==> config.mk <==
export PLATFORM = sky130hd
export DESIGN_NAME = route_table_lpm_lookup_top_flat
export DESIGN_NICKNAME = d
export VERILOG_FILES = /design/src/rtl/rtlpm_pkg.sv /design/src/rtl/rtlpm_if.sv /design/src/rtl/route_table_lpm_lookup_top.sv /design/src/flat_wrapper.sv
export SDC_FILE = /design/constraint.sdc
export NUM_CORES = 2
export LEC_CHECK = 0
export ABC_AREA = 0
export BUFFER_PORTS_ARGS = -buffer_cell sky130_fd_sc_hd__buf_2
export CORE_MARGIN = 2
export CORE_UTILIZATION = 50
export CTS_BUF_LIST = sky130_fd_sc_hd__clkbuf_4 sky130_fd_sc_hd__clkbuf_8 sky130_fd_sc_hd__clkbuf_16
export CTS_CLUSTER_SIZE = 16
export DETAILED_ROUTE_END_ITERATION = 10
export GPL_TIMING_DRIVEN = 1
export PLACE_DENSITY = 0.72
export SLEW_MARGIN = 10
export SYNTH_ARGS = -nofsm -noshare
export SYNTH_HDL_FRONTEND = slang
export SYNTH_SLANG_ARGS = --single-unit
==> constraint.sdc <==
create_clock -name clk -period 17.79 [get_ports clk]
set_input_delay 3.558 -clock clk [delete_from_list [all_inputs] [get_ports clk]]
set_output_delay 3.558 -clock clk [all_outputs]
set_load 0.1 [all_outputs]
==> src/rtl/rtlpm_pkg.sv <==
`default_nettype none
package rtlpm_pkg;

  typedef enum logic [1:0] {
    OP_WR_IFACE  = 2'd0,
    OP_WR_STATIC = 2'd1,
    OP_SET_OPER  = 2'd2,
    OP_LOOKUP    = 2'd3
  } op_t;

  typedef enum logic [1:0] {
    ST_IDLE   = 2'd0,
    ST_IFACE  = 2'd1,
    ST_STATIC = 2'd2,
    ST_DONE   = 2'd3
  } state_t;

  typedef struct packed {
    logic [1:0]  opcode;
    logic [4:0]  slot;
    logic [31:0] address;
    logic [5:0]  pfx_len;
    logic [7:0]  preference;
    logic        admin_up;
    logic        oper_up;
    logic        egress_valid;
    logic [3:0]  egress_index;
    logic [31:0] hop_addr;
    logic        hop_valid;
  } in_item_t;

  typedef struct packed {
    logic        found;
    logic [3:0]  out_interface;
    logic        is_direct;
    logic [31:0] out_hop;
    logic [31:0] route_prefix;
    logic [5:0]  route_len;
    logic        from_static;
    logic [7:0]  route_preference;
  } out_item_t;

  function automatic logic [5:0] clamp_len(input logic [5:0] len);
    return (len > 6'd32) ? 6'd32 : len;
  endfunction

  function automatic logic [31:0] len_mask(input logic [5:0] len);
    logic [5:0] l;
    l = clamp_len(len);
    if (l == 6'd0) return 32'd0;
    return 32'hFFFF_FFFF << (6'd32 - l);
  endfunction

endpackage
`default_nettype wire

==> src/rtl/rtlpm_if.sv <==
`default_nettype none
interface rtlpm_in_if;
  logic                 valid;
  logic                 ready;
  rtlpm_pkg::in_item_t  data;
  modport source (output valid, output data, input ready);
  modport sink (input valid, input data, output ready);
endinterface

interface rtlpm_out_if;
  logic                 valid;
  logic                 ready;
  rtlpm_pkg::out_item_t data;
  modport source (output valid, output data, input ready);
  modport sink (input valid, input data, output ready);
endinterface
`default_nettype wire

==> src/rtl/route_table_lpm_lookup_top.sv <==
`default_nettype none
// Route table with longest-prefix-match lookup. Every item gives exactly one result.
// A write or oper-state change is applied when the item is accepted; the FSM then goes
// to DONE, which registers the result once the output register is free, and back to
// IDLE, where the next item can be taken. A lookup walks the interface table, one entry
// per cycle, then the static table, one entry per cycle, through one shared
// mask/compare/select unit; a static entry's next hop is checked against all interfaces
// at once. After the last static entry, DONE registers the lookup result once the output
// register is free and the FSM returns to IDLE for the next item. A new item
// may be taken while the previous result still waits in the output register; its own
// result is then held back until that register is free. At reset all interfaces are
// down and all routes invalid; the other table fields are not cleared.
module route_table_lpm_lookup_top #(
  parameter int NUM_IFACES = 16,
  parameter int NUM_STATIC = 32
) (
  input  wire logic       clk,
  input  wire logic       rst_n,
  rtlpm_in_if.sink        in_ch,
  rtlpm_out_if.source     out_ch
);

  localparam int IW = (NUM_IFACES > 1) ? $clog2(NUM_IFACES) : 1;
  localparam int SW = (NUM_STATIC > 1) ? $clog2(NUM_STATIC) : 1;

  logic [31:0] if_addr_r  [NUM_IFACES];
  logic [5:0]  if_len_r   [NUM_IFACES];
  logic [NUM_IFACES-1:0] if_admin_r, if_oper_r;

  logic [31:0] st_pfx_r [NUM_STATIC];
  logic [5:0]  st_len_r [NUM_STATIC];
  logic [7:0]  st_pref_r [NUM_STATIC];
  logic [3:0]  st_eg_r [NUM_STATIC];
  logic [31:0] st_hop_r [NUM_STATIC];
  logic [NUM_STATIC-1:0] st_valid_r, st_haseg_r, st_hashop_r;

  rtlpm_pkg::state_t state_r, state_nxt;
  rtlpm_pkg::in_item_t item_r;
  logic [IW-1:0] iidx_r;
  logic [SW-1:0] sidx_r;

  logic        have_r;
  logic [5:0]  b_len_r;
  logic [7:0]  b_pref_r;
  logic [3:0]  b_if_r;
  logic [31:0] b_hop_r, b_net_r;
  logic        b_direct_r, b_static_r;

  logic                 out_valid_r;
  rtlpm_pkg::out_item_t out_data_r;

  logic in_fire, last_if, last_st;
  assign in_fire = in_ch.valid && in_ch.ready;
  assign last_if = (int'(iidx_r) == NUM_IFACES - 1);
  assign last_st = (int'(sidx_r) == NUM_STATIC - 1);

  logic [NUM_IFACES-1:0] up;
  assign up = if_admin_r & if_oper_r;

  // shared candidate unit
  logic        c_ok;
  logic [5:0]  c_len;
  logic [7:0]  c_pref;
  logic [3:0]  c_if;
  logic [31:0] c_hop, c_net, c_base;
  logic        c_direct, c_static;
  logic        hop_hit;
  logic [3:0]  hop_if;
  logic [31:0] c_mask;

  always_comb begin
    hop_hit = 1'b0;
    hop_if  = '0;
    for (int i = NUM_IFACES - 1; i >= 0; i--) begin
      if (up[i] && ((st_hop_r[sidx_r] & rtlpm_pkg::len_mask(if_len_r[i])) ==
                    (if_addr_r[i] & rtlpm_pkg::len_mask(if_len_r[i])))) begin
        hop_hit = 1'b1;
        hop_if  = 4'(i);
      end
    end
  end

  always_comb begin
    c_ok = 1'b0; c_len = '0; c_pref = '0; c_if = '0; c_hop = '0; c_base = '0;
    c_direct = 1'b0; c_static = 1'b0;
    if (state_r == rtlpm_pkg::ST_IFACE) begin
      c_ok   = up[iidx_r];
      c_len  = rtlpm_pkg::clamp_len(if_len_r[iidx_r]);
      c_if   = 4'(iidx_r);
      c_base = if_addr_r[iidx_r];
      c_direct = 1'b1;
    end else begin
      c_len  = rtlpm_pkg::clamp_len(st_len_r[sidx_r]);
      c_pref = st_pref_r[sidx_r];
      c_base = st_pfx_r[sidx_r];
      c_static = 1'b1;
      if (st_haseg_r[sidx_r]) begin
        c_ok = st_valid_r[sidx_r] && (32'(st_eg_r[sidx_r]) < 32'(NUM_IFACES)) &&
               up[IW'(st_eg_r[sidx_r])];
        c_if = st_eg_r[sidx_r];
        c_direct = 1'b1;
      end else begin
        c_ok  = st_valid_r[sidx_r] && st_hashop_r[sidx_r] && hop_hit;
        c_if  = hop_if;
        c_hop = st_hop_r[sidx_r];
      end
    end
    c_mask = rtlpm_pkg::len_mask(c_len);
    c_net  = c_base & c_mask;
    c_ok   = c_ok && ((item_r.address & c_mask) == c_net);
  end

  logic take;
  assign take = c_ok && (!have_r || c_len > b_len_r ||
                (c_static && c_len == b_len_r && c_pref < b_pref_r));

  always_comb begin
    state_nxt = state_r;
    unique case (state_r)
      rtlpm_pkg::ST_IDLE:
        if (in_fire) begin
          state_nxt = (in_ch.data.opcode == rtlpm_pkg::OP_LOOKUP) ?
                      rtlpm_pkg::ST_IFACE : rtlpm_pkg::ST_DONE;
        end
      rtlpm_pkg::ST_IFACE:  if (last_if) state_nxt = rtlpm_pkg::ST_STATIC;
      rtlpm_pkg::ST_STATIC: if (last_st) state_nxt = rtlpm_pkg::ST_DONE;
      rtlpm_pkg::ST_DONE:   if (!out_valid_r || out_ch.ready) state_nxt = rtlpm_pkg::ST_IDLE;
      default: state_nxt = rtlpm_pkg::ST_IDLE;
    endcase
  end

  always_comb begin
    in_ch.ready = (state_r == rtlpm_pkg::ST_IDLE);
    out_ch.valid = out_valid_r;
    out_ch.data  = out_data_r;
  end

  always_ff @(posedge clk) begin
    if (!rst_n) begin
      state_r <= rtlpm_pkg::ST_IDLE;
      out_valid_r <= 1'b0;
      if_admin_r <= '0;
      if_oper_r <= '0;
      st_valid_r <= '0;
      iidx_r <= '0;
      sidx_r <= '0;
      have_r <= 1'b0;
    end else begin
      state_r <= state_nxt;
      if (in_fire) begin
        item_r <= in_ch.data;
        iidx_r <= '0;
        sidx_r <= '0;
        have_r <= 1'b0;
        unique case (rtlpm_pkg::op_t'(in_ch.data.opcode))
          rtlpm_pkg::OP_WR_IFACE:
            if (32'(in_ch.data.slot) < 32'(NUM_IFACES)) begin
              if_addr_r[IW'(in_ch.data.slot)]  <= in_ch.data.address;
              if_len_r[IW'(in_ch.data.slot)]   <= in_ch.data.pfx_len;
              if_admin_r[IW'(in_ch.data.slot)] <= in_ch.data.admin_up;
              if_oper_r[IW'(in_ch.data.slot)]  <= in_ch.data.oper_up;
            end
          rtlpm_pkg::OP_WR_STATIC:
            if (32'(in_ch.data.slot) < 32'(NUM_STATIC)) begin
              st_pfx_r[SW'(in_ch.data.slot)]    <= in_ch.data.address;
              st_len_r[SW'(in_ch.data.slot)]    <= in_ch.data.pfx_len;
              st_pref_r[SW'(in_ch.data.slot)]   <= in_ch.data.preference;
              st_valid_r[SW'(in_ch.data.slot)]  <= in_ch.data.admin_up;
              st_haseg_r[SW'(in_ch.data.slot)]  <= in_ch.data.egress_valid;
              st_eg_r[SW'(in_ch.data.slot)]     <= in_ch.data.egress_index;
              st_hop_r[SW'(in_ch.data.slot)]    <= in_ch.data.hop_addr;
              st_hashop_r[SW'(in_ch.data.slot)] <= in_ch.data.hop_valid;
            end
          rtlpm_pkg::OP_SET_OPER:
            if (32'(in_ch.data.slot) < 32'(NUM_IFACES))
              if_oper_r[IW'(in_ch.data.slot)] <= in_ch.data.oper_up;
          rtlpm_pkg::OP_LOOKUP: ;
          default: ;
        endcase
      end
      if (state_r == rtlpm_pkg::ST_IFACE || state_r == rtlpm_pkg::ST_STATIC) begin
        if (state_r == rtlpm_pkg::ST_IFACE && !last_if) iidx_r <= iidx_r + 1'b1;
        if (state_r == rtlpm_pkg::ST_STATIC && !last_st) sidx_r <= sidx_r + 1'b1;
        if (take) begin
          have_r <= 1'b1;
          b_len_r <= c_len; b_pref_r <= c_pref; b_if_r <= c_if; b_hop_r <= c_hop;
          b_net_r <= c_net; b_direct_r <= c_direct; b_static_r <= c_static;
        end
      end
      if (state_r == rtlpm_pkg::ST_DONE && (!out_valid_r || out_ch.ready)) begin
        out_valid_r <= 1'b1;
        if (item_r.opcode == rtlpm_pkg::OP_LOOKUP && have_r) begin
          out_data_r.found            <= 1'b1;
          out_data_r.out_interface    <= b_if_r;
          out_data_r.is_direct        <= b_direct_r;
          out_data_r.out_hop          <= b_direct_r ? 32'd0 : b_hop_r;
          out_data_r.route_prefix     <= b_net_r;
          out_data_r.route_len        <= b_len_r;
          out_data_r.from_static      <= b_static_r;
          out_data_r.route_preference <= b_pref_r;
        end else begin
          out_data_r <= '0;
        end
      end else if (out_ch.ready) begin
        out_valid_r <= 1'b0;
      end
    end
  end

  ap_ready_idle: assert property (@(posedge clk) disable iff (!rst_n)
    in_ch.ready |-> !(state_r == rtlpm_pkg::ST_STATIC)) else $error("ready mid lookup");
  ap_iface_to_static: assert property (@(posedge clk) disable iff (!rst_n)
    (state_r == rtlpm_pkg::ST_IFACE && last_if) |=> state_r == rtlpm_pkg::ST_STATIC)
    else $error("iface walk end");
  ap_write_done: assert property (@(posedge clk) disable iff (!rst_n)
    (in_fire && in_ch.data.opcode != rtlpm_pkg::OP_LOOKUP) |=> state_r == rtlpm_pkg::ST_DONE)
    else $error("write path");
  ap_out_hold: assert property (@(posedge clk) disable iff (!rst_n)
    (out_ch.valid && !out_ch.ready) |=> (out_ch.valid && $stable(out_ch.data)))
    else $error("result dropped while stalled");

endmodule
`default_nettype wire
==> src/flat_wrapper.sv <==
// flat-port wrapper written by rule: the top's interface ports become plain ports
module route_table_lpm_lookup_top_flat 
#(
  parameter int NUM_IFACES = 16,
  parameter int NUM_STATIC = 32
)
  (clk, rst_n, in_ch_valid, in_ch_data, in_ch_ready, out_ch_valid, out_ch_data, out_ch_ready);
  rtlpm_in_if in_ch_i ();
  rtlpm_out_if out_ch_i ();
  input  wire logic clk;
  input  wire logic rst_n;
  input wire logic [$bits(in_ch_i.valid)-1:0] in_ch_valid;
  input wire logic [$bits(in_ch_i.data)-1:0] in_ch_data;
  output wire logic [$bits(in_ch_i.ready)-1:0] in_ch_ready;
  output wire logic [$bits(out_ch_i.valid)-1:0] out_ch_valid;
  output wire logic [$bits(out_ch_i.data)-1:0] out_ch_data;
  input wire logic [$bits(out_ch_i.ready)-1:0] out_ch_ready;
  assign in_ch_i.valid = in_ch_valid;
  assign in_ch_i.data = in_ch_data;
  assign in_ch_ready = in_ch_i.ready;
  assign out_ch_valid = out_ch_i.valid;
  assign out_ch_data = out_ch_i.data;
  assign out_ch_i.ready = out_ch_ready;
  route_table_lpm_lookup_top #(.NUM_IFACES(NUM_IFACES), .NUM_STATIC(NUM_STATIC)) u_core (.clk(clk), .rst_n(rst_n), .in_ch(in_ch_i), .out_ch(out_ch_i));
endmodule
* Word-level counts from Yosys, hierarchy flattened
Memories as Yosys holds them, arrays and structs flattened. A register that Yosys moved wholly into a read port is not among the register bits.
Index checks and enable logic that the tools add are counted.
** Word-level totals
- Logic and storage cells :: 400
- Memories :: 7
- Output and inout port bits :: 87
- Input port bits :: 97
- Memory bits (writable) :: 3232
- Bits in registers :: 344
** Memories
- u_core.st_hop_r :: words 32, bits a word 32, rd ports 1, clocked after memory_dff 1, wr ports 1, RTL line route_table_lpm_lookup_top.sv:34 : logic [31:0] st_hop_r [NUM_STATIC];
- u_core.st_pfx_r :: words 32, bits a word 32, rd ports 1, clocked after memory_dff 1, wr ports 1, RTL line route_table_lpm_lookup_top.sv:30 : logic [31:0] st_pfx_r [NUM_STATIC];
- u_core.if_addr_r :: words 16, bits a word 32, rd ports 17, clocked after memory_dff 1, wr ports 1, RTL line route_table_lpm_lookup_top.sv:26 : logic [31:0] if_addr_r [NUM_IFACES];
- u_core.st_pref_r :: words 32, bits a word 8, rd ports 1, clocked after memory_dff 1, wr ports 1, RTL line route_table_lpm_lookup_top.sv:32 : logic [7:0] st_pref_r [NUM_STATIC];
- u_core.st_len_r :: words 32, bits a word 6, rd ports 1, clocked after memory_dff 1, wr ports 1, RTL line route_table_lpm_lookup_top.sv:31 : logic [5:0] st_len_r [NUM_STATIC];
- u_core.st_eg_r :: words 32, bits a word 4, rd ports 1, clocked after memory_dff 1, wr ports 1, RTL line route_table_lpm_lookup_top.sv:33 : logic [3:0] st_eg_r [NUM_STATIC];
- +1 memories
** Cells by class
- Equality and inequality tests :: 31
- Shift operators :: 17
- Reductions and logical operators :: 69
- $lt $le $gt $ge :: 29
- Mux-type cells :: 165
- Bitwise operators :: 36
- Add/sub/neg operators :: 19
** Operators by type and width (number)
- 32-bit 2-to-1 mux :: 36
- 32-bit AND :: 34
- 32-bit equality test :: 17
- 32-bit by 6-bit << shifter with 32-bit output, first input constant :: 17
- 6-bit 2-to-1 mux :: 20
- 6-bit > comparator, second input constant :: 19
- 6-bit logical NOT :: 17
- 6-bit subtractor, first input constant :: 17
- 32-bit bitwise mux :: 3
- 4-bit 2-to-1 mux :: 23
- 85-bit 2-to-1 mux :: 1
- 1-bit 2-to-1 mux :: 58
- 5-bit 2-to-1 mux :: 8
- 16-bit bitwise mux :: 2
- 1-bit logical AND :: 30
- 16-bit AND :: 1
- 1-bit binary-select mux with 5-bit select :: 3
- 4-bit by 5-bit < comparator with 1-bit output, second input constant :: 3
- 5-bit by 6-bit < comparator with 1-bit output, second input constant :: 2
- 3-bit AND reduction :: 4
- 2-bit equality test, second input constant :: 5
- 2-bit 2-to-1 mux :: 5
- 1-bit binary-select mux with 4-bit select :: 2
- 8-bit < comparator :: 1
- 24 further kinds :: 38

* Longest topological paths before layout
- Depth after elaboration :: 31
- Depth in mapped cells :: 33
- Gate-level depth less buffers :: 24

* Least setup slack after synthesis
OpenSTA, ideal clock, no wires.
- Path type :: flip-flop to flip-flop
- From :: register u_core.iidx_r[1]
- To :: register u_core.b_direct_r (enable)
- Data required time :: 17242 ps
- Buffers on the path :: 10
- Arrival :: 9918 ps
- Setup slack :: 7324 ps
- Setup time :: 548 ps
- Clock period less this slack :: 10466 ps
- Cell stages (with the launch flop) :: 32
- Cell sequence :: dfxtp_1 buf_2 buf_2 clkbuf_1 buf_2 buf_2 buf_1 buf_2 buf_1 clkbuf_1 o21ai_0 nand2_1 o21ai_0 and2_1 o32ai_1 inv_1 ha_1 inv_1 ha_1 clkbuf_1 clkinv_1 nand2_1 nand2_1 nor2_1 a21oi_1 o221ai_1 nor4_1 a31oi_1 a31oi_1 nand4_1 nor4b_2 a21boi_1
** On the way
- Cells in the longest elaborated chain, start to end :: 6
** Ends and longest elaborated chain
- from (decl) :: RTL line route_table_lpm_lookup_top.sv:39 : logic [IW-1:0] iidx_r;
- from (signal assigned) :: RTL line route_table_lpm_lookup_top.sv:182 : if (state_r == rtlpm_pkg::ST_IFACE && !last_if) iidx_r <= iidx_r + 1'b1;
- 1-bit binary-select mux with 4-bit select :: RTL line route_table_lpm_lookup_top.sv:87 : c_ok = up[iidx_r];
- 1-bit 2-to-1 mux (not written as such) :: RTL line route_table_lpm_lookup_top.sv:87
- 1-bit 2-to-1 mux :: RTL line route_table_lpm_lookup_top.sv:86 : if (state_r == rtlpm_pkg::ST_IFACE) begin
- 1-bit logical AND :: RTL line route_table_lpm_lookup_top.sv:110 : c_ok = c_ok && ((item_r.address & c_mask) == c_net);
- 1-bit logical AND :: RTL line route_table_lpm_lookup_top.sv:114 : assign take = c_ok && (!have_r || c_len > b_len_r ||
- 3-bit AND reduction (no line)
- to (signal assigned) :: RTL line route_table_lpm_lookup_top.sv:187 : b_net_r <= c_net; b_direct_r <= c_direct; b_static_r <= c_static;
- to (decl) :: RTL line route_table_lpm_lookup_top.sv:47 : logic b_direct_r, b_static_r;
No other way between the ends. The select of a mux whose other input is x is not followed.
A chain may end at the register's enable or synchronous reset.

* Worst setup path in the final report
- From :: register u_core.sidx_r[0]
- To :: register u_core.b_hop_r[19] (read register of u_core.st_hop_r) (enable)
** On the way
- Cells in the longest elaborated chain, start to end :: 9
- Elaborated cells on any way between the ends :: 14
- Classes of those cells :: mux (8); reduce/logical (6)
** Ends and longest elaborated chain
- from (decl) :: RTL line route_table_lpm_lookup_top.sv:40 : logic [SW-1:0] sidx_r;
- from (signal assigned) :: RTL line route_table_lpm_lookup_top.sv:183 : if (state_r == rtlpm_pkg::ST_STATIC && !last_st) sidx_r <= sidx_r + 1'b1;
- 1-bit binary-select mux with 5-bit select (on tied branches) :: RTL line route_table_lpm_lookup_top.sv:98, route_table_lpm_lookup_top.sv:103
- 1-bit 2-to-1 mux (on tied branches) :: RTL line route_table_lpm_lookup_top.sv:98, route_table_lpm_lookup_top.sv:103
- 1-bit logical AND (2 in a row) :: RTL line route_table_lpm_lookup_top.sv:103 : c_ok = st_valid_r[sidx_r] && st_hashop_r[sidx_r] && hop_hit;
- 1-bit 2-to-1 mux (*) :: RTL line route_table_lpm_lookup_top.sv:97 : if (st_haseg_r[sidx_r]) begin
- 1-bit 2-to-1 mux (*) :: RTL line route_table_lpm_lookup_top.sv:86
- 1-bit logical AND (*) :: RTL line route_table_lpm_lookup_top.sv:110
- 1-bit logical AND (*) :: RTL line route_table_lpm_lookup_top.sv:114
- 3-bit AND reduction (no line) (*)
- to (decl) :: RTL line route_table_lpm_lookup_top.sv:46 : logic [31:0] b_hop_r, b_net_r;
Every way passes the cells marked *; elsewhere a longest branch is shown, timed or not. The select of a mux whose other input is x is not followed.

==> run summary <==
Synth Instances - 8,555
Vias - 89,600
Routed WL - 522 mm
std cell rows - 202
fin nets - 9,094
Crit. End Element - register
share of Yosys cell area claimed by the top area cell type - 68.8%
setup violators final - 0
#FFs+latches synth - 3,576
Hold WS - 0.484 ns
clock skew - 0.0665 ns
final slew viol count - 0
post-synthesis sequential area ratio - 69.9%
Worst Reg2Reg Path Length in Cells - 19
Skew-Pair Late Insertion Delay - 0.96 ns
most frequent CP cell - buf_4
Tcrit/Tclk final - 55.4%
Setup TNS - 0 ns
M1 WL - 194 mm
Power Dens Cells - 114 nW/um^2
post-DR vias/cell - 6.78
Residual DRC - 0
HP Start - u_core.st_valid_r[18]
Synth area leader - edfxtp_1
top_reg_cell synth - edfxtp_1
area grow syn2layout - 11.7%
layout cells sized above 1 - 22.3%
Top Family by Delay on Critical Path - buffers and inverters
Avg WL per Cell - 39.5 um
RSZ-0062 raised after global routing - false
Clk pin slew, worst setup/hold paths - 0.06 ns
critical path type - register to register
GRT Util Overall - 33.4%
crit path time final - 9.86 ns
initial antenna violation count - 69
worst slack, placed - 8.03 ns
CP peak stage delay - 0.91 ns
Mapped Avg Cell Area - 17.8 um^2
largest net degree at the start of global routing - 99
Met3 Routed Length - 60.6 mm
worst hold path depth - 2
Static Leak - 52.6 nW
# clock sinks - 3,576
Placer Congestion - 1.03
Worst VDD drop - 0.0875 mV
Top Layer Used - met5
crit-path cells - buf_4 > buf_4 > buf_4 > buf_4 > mux4_1 > a22o_1 > a2111o_1 > nor3b_2 > buf_4 > xnor2_1 > o2111ai_1 > a2111oi_0 > a21oi_1 > nor3_1 > nand4b_1 > o31ai_1 > a21boi_4 > buf_4 > buf_4
antenna-violating nets left - 0
post-CTS setup buffer count - 0
vias in the first global route - 86,100
Initial Utilization - 50.3%
CTS tree - yes
CP required - 18.34 ns
Post-CTS Resized - 0
Die ar. - 310,000 um^2
Mapped Nets - 8,735
slew margin rel. - 15.8%
synth top area cells - edfxtp_1 69%, mux4_2 12%, mux2i_1 2.2%
met2 wire length - 236 mm
dpl hpwl - 331 mm
# IOs - 184
crit path max fanout - 57
Worst setup SP type - register
Die X - 556 um
H-Tree Depth - 5
Synth Cell Area - 153,000 um^2
EDFF count, synth - 3,499
DRT iter0 DRCs - 14,300
Data arrival, critical path - 10.41 ns
Worst Slack Setup Final - 7.93 ns
core region area - 303,000 um^2
Hold Vio Cnt, Final - 0
buffers and inverters on the worst path - 7
Worst Hold Class - register to register
Slew @ Worst Pin - 1.26 ns
Max clock buf depth - 4
WP depth - 19
critical path launch point - u_core.sidx_r[0]
Root Driver - clkbuf_16
Die H - 556 um
Netlist cell types - 100
slowest CP cell - dfxtp_4
DRT Pass-1 Iters - 7
cts hold-fix bufs - 0
aggregate global routing overflow - 0
f_max - 0.101 GHz
CTS Buf Count - 368
global-route wire length before repair - 708 mm
async set or reset register ratio after synthesis - 0%
number of port buffers - 183
worst r2r src - u_core.sidx_r[0]
Max Cap Viol - 0
Ys Warns - 0
status - completed
sequential cells by signal, summed over array words and instances (netlist names), 34 cells and up:
signal              count
u_core.out_ch.data     85
u_core.st_pref_r      256
u_core.st_len_r       192
u_core.st_eg_r        128
u_core.item_r          34
u_core.st_hop_r      1024
u_core.st_pfx_r      1024
u_core.if_addr_r      512
u_core.if_len_r        96
power by group:
part	internal, mW	switching, mW
logic	0.853	1.54
clock network	4.35	3.31
registers	9.30	0.0359
final timing paths:
kind	slack [ns]	end
worst min register to register	0.48	u_core.st_valid_r[18]
worst max register to register	7.93	u_core.b_hop_r[19]
worst max-delay path	7.93	u_core.b_hop_r[19]
worst min-delay path	0.48	u_core.st_valid_r[18]
cells in the mapped netlist (33+ instances only):
library cell	instances
o221ai_1	33
buf_1	52
buf_2	96
mux4_2	810
a31oi_1	40
xor2_1	198
buf_6	44
buf_4	46
dfxtp_1	77
o22ai_1	108
nor2_1	389
mux2_2	52
edfxtp_1	3499
and2_1	127
inv_1	104
nor2b_1	77
clkbuf_1	207
o21ai_0	253
a21oi_1	298
a211oi_1	42
or3_1	33
nor3_1	92
a22oi_1	132
nand2b_1	77
nor4_1	50
nand2_1	242
a21boi_0	75
xnor2_1	329
ha_1	83
nand3_1	133
mux2i_1	339
layer usage:
metal	up-vias	GRT usage (%)
li1	35300	-
met1	46700	45.4
met2	6420	50.4
met3	1168	7.82
met4	38	17.3
met5	-	0
stage by stage:
step / area [um^2] / utilization (%) / cells / power (mW)
after global routing: 170000 / 56.2 / 13200 / 19.9
after floorplan: 153000 / - / 8555 / 11.0
after global placement: 159000 / 52.3 / 12500 / 11.8
final: 170000 / 56.2 / 13200 / 19.4
after detailed placement: 159000 / 52.3 / 12500 / 11.9
after CTS: 170000 / 56.2 / 13200 / 19.4
cell families (layout without fill, tap and decap cells):
family / Yosys count / count (layout) / share of synthesized area [%]
xor gates and xnor gates: 527 / 527 / 3.02
DFF: 3576 / 3576 / 69.9
other: 0 / 18 / 0
and+or+nand+nor: 1332 / 1332 / 4.33
muxes: 1207 / 1207 / 14.7
buffers and inverters: 579 / 1240 / 2.07
adders and majority gates: 83 / 83 / 0.680
AOI/OAI and AO/OA: 1251 / 1251 / 5.38
cell usage in the layout, fill, tap and decap left out, types with 76 or more instances in the layout:
| cell type | netlist | routed |
|---|---|---|
| a21oi_1 | 298 | 298 |
| a22oi_1 | 132 | 132 |
| and2_1 | 127 | 126 |
| buf_2 | 96 | 182 |
| buf_4 | 46 | 272 |
| clkbuf_16 | 0 | 373 |
| clkinv_1 | 4 | 86 |
| edfxtp_1 | 3499 | 3499 |
| ha_1 | 83 | 82 |
| inv_1 | 104 | 103 |
| mux2i_1 | 339 | 338 |
| mux4_2 | 810 | 810 |
| nand2_1 | 242 | 239 |
| nand2b_1 | 77 | 76 |
| nand3_1 | 133 | 132 |
| nor2_1 | 389 | 336 |
| nor3_1 | 92 | 88 |
| o21ai_0 | 253 | 252 |
| o22ai_1 | 108 | 106 |
| xnor2_1 | 329 | 329 |
| xor2_1 | 198 | 198 |
final cells by class:
class / instances / area [um^2]
Clock buffer: 447 / 9890
Antenna cell: 18 / 45.0
Tap cell: 3978 / 4980
Inverter: 108 / 413
Timing Repair Buffer: 460 / 3070
Multi-Input combinational cell: 4400 / 43400
Sequential cell: 3576 / 107000
Clock inverter: 225 / 2030
Fill cell: 22600 / 133000
worst min-delay path, stage by stage, from the launching register on:
cell	delay [ns]
dfxtp_1	0.30
o21ai_0	0.06
a21boi_0	0.07
Power figures use the tool's default switching activity.
